**config.mk**
```make
export PLATFORM = sky130hd
export DESIGN_NAME = tdi_step
export DESIGN_NICKNAME = d
export VERILOG_FILES = /design/src/rtl/tdi_pkg.sv /design/src/rtl/tdi_step.sv
export SDC_FILE = /design/constraint.sdc
export NUM_CORES = 1
export LEC_CHECK = 0
export BUFFER_PORTS_ARGS = -buffer_cell sky130_fd_sc_hd__buf_2
export CORE_MARGIN = 3
export CORE_UTILIZATION = 50
export DETAILED_ROUTE_END_ITERATION = 10
export PLACE_DENSITY = 0.88
export SYNTH_ARGS = -nofsm -noshare
export SYNTH_HDL_FRONTEND = slang
export SYNTH_SLANG_ARGS = --single-unit
```
**constraint.sdc**
```tcl
create_clock -name vclk -period 8.5
set_clock_uncertainty 0.1 [all_clocks]
set_input_delay 1.275 -clock vclk [all_inputs]
set_output_delay 1.275 -clock vclk [all_outputs]
set_load 0.01 [all_outputs]
```
**src/rtl/tdi_pkg.sv**
```systemverilog
// Shared widths and control structs for the trie dictionary block.
package tdi_pkg;

   localparam int SYM_BITS = 8;
   localparam int REM_BITS = 16;
   localparam int OCC_BITS = 16;
   localparam int CMP_BITS = 18;

   localparam logic OP_INSERT = 1'b0;
   localparam logic OP_LOOKUP = 1'b1;

   typedef struct packed {
      logic lookup;
      logic growing;
      logic failed;
      logic empty;
   } walk_in_type;

   typedef struct packed {
      logic failed;
      logic growing;
      logic follow;
      logic grow;
   } walk_out_type;

endpackage

```
**src/rtl/tdi_step.sv**
```systemverilog
// One trie walk step: follow an edge, grow a node or fail the word.
module tdi_step #(
   parameter int NODES = 256,
   parameter int NB    = 8,
   parameter int FB    = 9
) (
   input  tdi_pkg::walk_in_type               ctl,
   input  logic [NB-1:0]                      edge_node,
   input  logic [tdi_pkg::REM_BITS-1:0]       rem,
   input  logic [FB-1:0]                      free_node,
   output tdi_pkg::walk_out_type              res
);

   logic edge_ok;
   logic free_ok;
   logic room_ok;

   assign edge_ok = (edge_node != '0) &&
                    (tdi_pkg::CMP_BITS'(edge_node) < tdi_pkg::CMP_BITS'(NODES));
   assign free_ok = tdi_pkg::CMP_BITS'(free_node) < tdi_pkg::CMP_BITS'(NODES);
   // rem <= NODES - free, kept free of underflow
   assign room_ok = (tdi_pkg::CMP_BITS'(rem) + tdi_pkg::CMP_BITS'(free_node)) <=
                    tdi_pkg::CMP_BITS'(NODES);

   always_comb begin
      res.failed  = ctl.failed;
      res.growing = ctl.growing;
      res.follow  = 1'b0;
      res.grow    = 1'b0;
      if (!ctl.empty && !ctl.failed) begin
         priority if (ctl.lookup) begin
            if (edge_ok) res.follow = 1'b1;
            else         res.failed = 1'b1;
         end else if (ctl.growing) begin
            if (free_ok) res.grow   = 1'b1;
            else         res.failed = 1'b1;
         end else if (edge_ok) begin
            res.follow = 1'b1;
         end else if (!room_ok) begin
            res.failed = 1'b1;
         end else begin
            res.growing = 1'b1;
            if (free_ok) res.grow   = 1'b1;
            else         res.failed = 1'b1;
         end
      end
   end

endmodule

```
Yosys cells after proc, flatten, opt, wreduce, memory -nomap -nowiden
Index checks and enable logic that the tools add are counted.

Register bits: 0. Bits of input ports: 37. Logic and storage cells: 24.

Add/sub/neg operators: 1. $lt $le $gt $ge: 2. Muxes and demuxes: 17. Reductions and logical operators: 4.

Operators with widths (count): $add A16 B9 Y17 (1); $le A17 B9 Y1 const B (1); $mux W1 (14); $lt A9 B9 Y1 const B (1); $reduce_bool A8 Y1 (1); $mux W2 (2); $mux W4 (1); $logic_not A1 Y1 (2); $logic_and A1 B1 Y1 (1).

Depth between registers and ports, before layout
Gate-level depths: netlist of the first run.

Depth in word-level cells: 7. Depth in mapped cells: 9.

Worst setup path before layout of the first run
OpenSTA, ideal clock, no wires.

Path kind: in2out. Start: in rem[0] (netlist name). End: out res[2] (netlist name). Arrival: 3.284 ns. Data required time: 7.125 ns. Setup slack: 3.841 ns. Stages: 9. Path through: ha_1 > fa_1 > a211oi_1 > o31ai_2 > o2111ai_1 > mux2i_1 > nand4_1 > nor3b_2 > a21o_1.

RTL lines: start: declaration (RTL line tdi_step.sv:9) `input logic [tdi_pkg::REM_BITS-1:0] rem,`; end: declaration (RTL line tdi_step.sv:11) `output tdi_pkg::walk_out_type res`.

==> results of run 1 <==
## cells by family (layout without fill, tap and decap cells)
kind of cell    count (synthesis)  count (layout)  synth area share [%]
compound gates                 39              39                  41.7
simple gates                   44              44                  28.2
fa+ha+maj                      10              10                  17.6
xor+xnor                        6               6                  6.98
buf+inv                         3              44                  1.49
mux                             3               3                  3.99
## power by group
part	switching (W)	internal (W)	leakage, nW
sequential	0	0	0
clock	0	0	0
combinational	0.0000329	0.0000268	0.456
## synthesized netlist by cell type (all sizes together) (3+ instances only)
| cell | instances |
|---|---|
| nand2 | 12 |
| mux2i | 3 |
| xor2 | 4 |
| a21o | 3 |
| nor3 | 3 |
| nor4 | 3 |
| o31ai | 3 |
| nand4 | 3 |
| a21oi | 7 |
| ha | 9 |
| nor2 | 14 |
| inv | 3 |
| o21ai | 11 |
## per-layer routing
metal / part of all wire [%] / vias up / global-route usage, % / wire [µm]
met5: 0 / - / 0 / 0
met4: 0 / 0 / 0 / 0
met3: 12 / 0 / 0 / 250
met2: 49 / 61 / 38.7 / 1040
met1: 39 / 438 / 27.9 / 833
li1: - / 491 / - / -
## metrics by stage
step	util [%]	hold WS [ns]	std cells	setup slack (ns)	area, µm²
2_1_floorplan	-	2.50	105	3.84	753
3_3_place_gp	72.4	2.73	161	3.56	977
3_5_place_dp	72.4	2.75	161	3.49	977
4_1_cts	72.4	2.75	161	3.48	977
5_1_grt	72.4	2.78	161	3.29	977
6_report	72.4	2.75	161	3.49	977
## worst paths after layout
check | depth (start not counted) | end | from
max | 11 | res[0] | rem[0]
min | 3 | res[2] | ctl[2]
## layout make-up
cell class / count / share of cell area [%]
inverters: 3 / 1.15
well taps: 15 / 1.92
repair buffers: 41 / 21.0
multi-input cells: 102 / 75.9
==> metrics.txt, run 1 <==
status=completed; Synth area leader=ha_1; via count=990; Rel. slew slack=about 74%; vias in the first global route=between 800 and 900; Seq/Total Area, Yosys=0%; register area=0 µm²; number of I/O pins=41; Fin Setup TNS=0 ns; LEAKAGE=0.456 nW; Synth Cell Area=753 µm²; starting density of the core=55.8%; worst-path cell chain=buf_2 > ha_1 > fa_1 > a211oi_1 > o31ai_2 > o2111ai_1 > mux2i_1 > nand4_1 > nor3b_2 > a2bb2o_4 > buf_2; # diodes=0; final setup vio count=0; antenna violations before repair=0; post-DP HPWL=1.80 mm; Max-Cap Viols=0; WP data arrival=3.63 ns; WP data required=7.12 ns; Buf/Inv on CP=2; final wirelength=roughly 2.1 mm; Critical Path Start Type=input pin; cell family with most CP delay=compound AO/OA/AOI/OAI gates; post-synthesis net count=152; commonest cells after routing, fill and taps aside=buf_2 (41), nor2_1 (13), nand2_1 (12); post-layout min period=5.01 ns; most common cell after layout, fill and taps aside=buf_2; pin count of the biggest net entering global routing=9; Crit Path Class=in2out; RSZ-0062 raised after global routing=false; synth top area cells=ha_1 (15%), o21ai_0 (7.3%), nor2_1 (6.5%); syn avg cell area=7.17 µm²; Antenna Nets Post-Route=0; layout cell share with drive strength beyond 1=34.2%; Initial DRC Count=41; Peak Freq=200 MHz; Unique masters post-synth=36; Setup crit end kind=output port; Crit-path slowest cell=fa_1; Syn Inst Count=105; Die Y=44.8 µm; DRC violation count after routing=0; Syn-to-layout area delta=29.7%; share of the synthesized area in the top cell type=about 15%; first-pass GRT wire length=3.35 mm; routability congestion estimate=0.888; # fillers=120; aggregate global-route resource usage=20.6%; nets@finish=just under 200; cell mode on critical path=buf_2; Slew Limit Fails=0; grt ovf=0; peak supply drop=35.9 µV; IO Port Bufs=41; Avg WL per Cell=13.2 µm; area taken by multi-input logic gates=742 µm²; warnings from Yosys=0; die width=44.8 µm; worst stage delay on the critical path=between 0.4 and 0.5 ns; Post-CTS Resized=0; first-pass iteration count of the detailed router=4; post-CTS setup buffers=0; DIE AREA=0.00201 mm²; Rows=13; Critical Path Fanout Max=4; core area=~0.0014 mm²; DR vias/cell=6.15; Fin. Hold Viols=0; slew at the pin with the worst max-slew slack=0.394 ns; cts hold-fix bufs=0; Final Cycle Share=58.9%; PD cells=between 60 and 70 mW/mm²; Tot Pwr=about 0.000060 W; clkbuf count=0; Hold/Removal Path Class=in2out; sequential cells=0
(Power assumes the default switching activity.)
==> run 2, diff against run 1 <==
- CORE_UTILIZATION: 50 -> 48
- PLACE_DENSITY: 0.88 -> 0.85
- clock period: 8.5 -> 5.05 ns (I/O delays scaled with it)
==> metrics.txt, run 2 (synthesis results as in run 1) <==
WP data required=4.19 ns (-2.93 ns); hold_sp=ctl[2]; Hold Path End=res[2]; Peak Freq=252 MHz; status=completed; post-DP HPWL=1.81 mm (+0.22%); Antenna Nets Post-Route=0 (unchanged); die width=45.6 µm (+1.8%); post-layout min period=3.97 ns; nets@finish=195 (unchanged); starting density of the core=54.5% (-1.3 points); antenna violations before repair=0 (unchanged); Rows=13 (unchanged); Avg WL per Cell=12.9 µm (-2.0%); Slew Limit Fails=0 (unchanged); WHS Path Cells=3 (unchanged); first-pass GRT wire length=3.26 mm (-2.9%); Syn-to-layout area delta=29.7% (unchanged); final setup vio count=0 (unchanged); Die Y=45.6 µm (+1.8%); Fin. Hold Viols=0 (unchanged); Crit Path Class=in2out; IO Port Bufs=41 (unchanged); Fin Setup TNS=0 ns (unchanged); PD cells=102 mW/mm² (+67%); WHS=1.73 ns (-1.02 ns); DR vias/cell=6.08 (-1.1%); via count=979 (-1.1%); final setup margin=1.08 ns (-2.41 ns); slew at the pin with the worst max-slew slack=0.367 ns (-0.0273 ns); register area=0 µm² (unchanged); routability congestion estimate=0.847 (-4.7%); final wirelength=2.08 mm (-2.0%); # diodes=0 (unchanged); RSZ-0062 raised after global routing=false; LEAKAGE=0.456 nW (unchanged); aggregate global-route resource usage=19.7% (-0.91 points); post-CTS setup buffers=0 (unchanged); Initial DRC Count=14 (-66%); number of I/O pins=41 (unchanged); DRC violation count after routing=0 (unchanged); grt ovf=0 (unchanged); Final Cycle Share=78.6%; most common cell after layout, fill and taps aside=buf_2; WP data arrival=3.11 ns (-0.52 ns); Max-Cap Viols=0 (unchanged); Tot Pwr=0.0000997 W (+67%); Rel. slew slack=75.4% (+1.8 points); # fillers=115 (-4.2%); Cell Area, Placed=977 µm² (unchanged); layout cell share with drive strength beyond 1=34.2% (unchanged); commonest cells after routing, fill and taps aside=buf_2 (41), nor2_1 (13), nand2_1 (12); Hold/Removal Path Class=in2out; sequential cells=0 (unchanged); first-pass iteration count of the detailed router=4 (unchanged); vias in the first global route=856 (+2.9%); peak supply drop=69.8 µV (+95%); clkbuf count=0 (unchanged); Post-Place Worst Slack=1.09 ns (-2.40 ns); Post-CTS Resized=0 (unchanged); DIE AREA=0.00208 mm² (+3.6%); pin count of the biggest net entering global routing=9 (unchanged); Setup crit end kind=output port; Critical Path Start Type=input pin; cts hold-fix bufs=0 (unchanged); post-route cell area=977 µm² (unchanged); Critical Path Fanout Max=4 (unchanged); core area=0.00138 mm² (+2.4%)
==> run 2: cell counts in the layout (fill, tap and decap cells not counted) <==
No cell type changed its count.
==> run 2: layout make-up <==
type / count / area, µm² / area share, %
Tap cell: 15 / 18.8 / 1.92
Timing Repair Buffer: 41 / 205 / 21.0
Inverter: 3 / 11.3 / 1.15
Multi-Input combinational cell: 102 / 742 / 75.9
==> run 2: worst max-delay path by stage <==
stage          cells after the start  slack [ns]    from  endpoint
2_1_floorplan                      9        1.43  rem[0]    res[2]
3_5_place_dp                      11        1.09  rem[0]    res[2]
6_report                          11        1.08  rem[0]    res[2]
3_3_place_gp                      11        1.13  rem[0]    res[0]
4_1_cts                           11        1.08  rem[0]    res[2]
5_1_grt                           11        0.95  rem[0]    res[2]
==> run 2: metrics by stage <==
step | util, % | std cells
global route | 70.7 | 161
floorplan | - | 105
global placement | 70.7 | 161
CTS | 70.7 | 161
detailed placement | 70.7 | 161
finish | 70.7 | 161
==> run 2: power breakdown <==
| part | internal [W] | total [W] | switching [W] |
|---|---|---|---|
| sequential | 0 | 0 | 0 |
| combinational | 0.0000451 | 0.0000997 | 0.0000546 |
| clock | 0 | 0 | 0 |
==> run 2: routing by layer <==
| metal | vias to the layer above | global-route usage [%] | part of all wire, % |
|---|---|---|---|
| met5 | - | 0 | 0 |
| met4 | 0 | 1.17 | 0 |
| met3 | 0 | 0 | 10 |
| met2 | 47 | 37.9 | 49 |
| met1 | 441 | 25.0 | 40 |
| li1 | 491 | - | - |
==> run 2: critical path: stages <==
cell,delay [ns]
buf_2,0.10
ha_1,0.22
fa_1,0.41
a211oi_1,0.34
o31ai_2,0.15
o2111ai_1,0.23
mux2i_1,0.21
nand4_1,0.12
nor3b_2,0.29
a21o_1,0.15
buf_2,0.12
==> run 3, diff against run 2 <==
- ABC_AREA: default -> 1
- CORE_UTILIZATION: 48 -> 50
- clock period: 5.05 -> 3.7 ns (I/O delays scaled with it)
==> metrics.txt, run 3 <==
vias in the first global route=947 (+11%); RSZ-0062 raised after global routing=false; die width=48 µm (+5.2%); Antenna Nets Post-Route=0 (unchanged); via count=1,225 (+25%); WP data required=3.04 ns (-1.15 ns); Seq/Total Area, Yosys=0% (unchanged); Avg WL per Cell=9.55 µm (-26%); Fin. Hold Viols=0 (unchanged); aggregate global-route resource usage=20.8% (+1.1 points); syn avg cell area=4.79 µm² (-33%); Max-Cap Viols=0 (unchanged); Crit Path Class=in2out; # fillers=156 (+36%); pin count of the biggest net entering global routing=8 (-1); warnings from Yosys=0 (unchanged); Hold/Removal Path Class=in2out; status=completed; nets@finish=274 (+41%); Slew Limit Fails=0 (unchanged); Synth Cell Area=882 µm² (+17%); antenna violations before repair=0 (unchanged); commonest cells after routing, fill and taps aside=nand2_1 (79), buf_2 (41), inv_1 (28); Syn Inst Count=184 (+75%); post-DP HPWL=2.09 mm (+15%); synth top area cells=nand2_1 (34%), ha_1 (13%), inv_1 (12%); post-route cell area=0.00111 mm² (+13%); Unique masters post-synth=21 (-42%); Critical Path Fanout Max=3 (-1); Syn-to-layout area delta=25.5%; DIE AREA=0.00230 mm² (+11%); post-CTS setup buffers=0 (unchanged); register area=0 µm² (unchanged); Synth area leader=nand2_1; share of the synthesized area in the top cell type=33.6% (+19 points); first-pass GRT wire length=3.64 mm (+12%); core area=0.00158 mm² (+14%); sequential cells=0 (unchanged); IO Port Bufs=41 (unchanged); post-layout min period=3.21 ns; number of I/O pins=41 (unchanged); first-pass iteration count of the detailed router=4 (unchanged); Initial DRC Count=26 (+12); DR vias/cell=5.08 (-16%); grt ovf=0 (unchanged); most common cell after layout, fill and taps aside=nand2_1; Final Cycle Share=86.8%; PD cells=122 mW/mm² (+20%); Post-CTS Resized=0 (unchanged); routability congestion estimate=0.859 (+1.5%); Critical Path Start Type=input pin; Peak Freq=312 MHz; starting density of the core=56.0% (+1.5 points); final setup vio count=0 (unchanged); Rel. slew slack=84.2% (+8.7 points); layout cell share with drive strength beyond 1=22.7% (-12 points); post-synthesis net count=231 (+52%); Rows=14 (+1); commonest cells in the netlist=nand2_1 (79), inv_1 (28), nor2_1 (21); peak supply drop=79.2 µV (+13%); DRC violation count after routing=0 (unchanged); # diodes=0 (unchanged); final wirelength=2.30 mm (+11%); Fin Setup TNS=0 ns (unchanged); Die Y=48 µm (+5.2%); Setup crit end kind=output port; WP data arrival=2.56 ns (-0.55 ns); slew at the pin with the worst max-slew slack=0.235 ns (-0.131 ns); count leader, synth=nand2_1; LEAKAGE=0.736 nW (+61%); cts hold-fix bufs=0 (unchanged); clkbuf count=0 (unchanged); Cell Area, Placed=0.00111 mm² (+13%)
## run 3: final timing paths
path,endpoint,from,slack [ns],cells past startpoint
worst max-delay path,res[0],rem[0],0.49,17
worst min-delay path,res[1],ctl[0],1.29,3
## run 3: cells by family (layout without fill, tap and decap cells)
kind of cell	Yosys count	after routing	share of synthesized area [%]
adders and majority gates	10	10	15.0
buffers and inverters	31	72	13.2
xor gates and xnor gates	1	1	0.993
AOI/OAI and AO/OA	11	11	7.38
and+or+nand+nor	131	131	63.4
## run 3: cell type report
| cell class | count | area, µm² | share of cell area, % |
|---|---|---|---|
| multi-input cells | 153 | 766 | 69.2 |
| repair buffers | 41 | 205 | 18.5 |
| well taps | 16 | 20.0 | 1.81 |
| inverters | 31 | 116 | 10.5 |
## run 3: worst max-delay path: stages
cell	delay, ns
buf_2	0.10
ha_1	0.22
fa_1	0.40
nand2_1	0.10
nand2_1	0.07
nand3_1	0.12
nand2_1	0.10
nand2_1	0.07
nand2_1	0.04
nor2_1	0.09
nand2_1	0.06
a21oi_2	0.12
nand3_1	0.11
nand2_1	0.07
nand2_1	0.07
nor2_1	0.12
buf_2	0.14
## run 3: per-layer routing
metal / vias to the layer above / GRT usage (%) / part of all wire (%) / wire length [µm]
li1: 658 / - / - / -
met1: 529 / 29.0 / 48 / 1110
met2: 38 / 36.7 / 46 / 1060
met3: 0 / 0.752 / 5.6 / 128
met4: 0 / 1.08 / 0 / 0
met5: - / 0 / 0 / 0
## run 3: report_power, final
group	switching, W	internal (W)	total [W]
logic	0.0000796	0.0000557	0.000135
clock network	0	0	0
registers	0	0	0
total	0.0000796	0.0000557	0.000135
## run 3: metrics by stage
step	utilization, %	instances	worst slack [ns]	power [W]	hold WS, ns
3_5_place_dp	70.2	241	0.490	0.000134	1.30
4_1_cts	70.2	241	0.488	0.000135	1.30
5_1_grt	70.2	241	0.250	0.000157	1.32
2_1_floorplan	-	184	0.907	0.0000909	1.06
6_report	70.2	241	0.490	0.000135	1.29
3_3_place_gp	70.2	241	0.610	0.000131	1.28
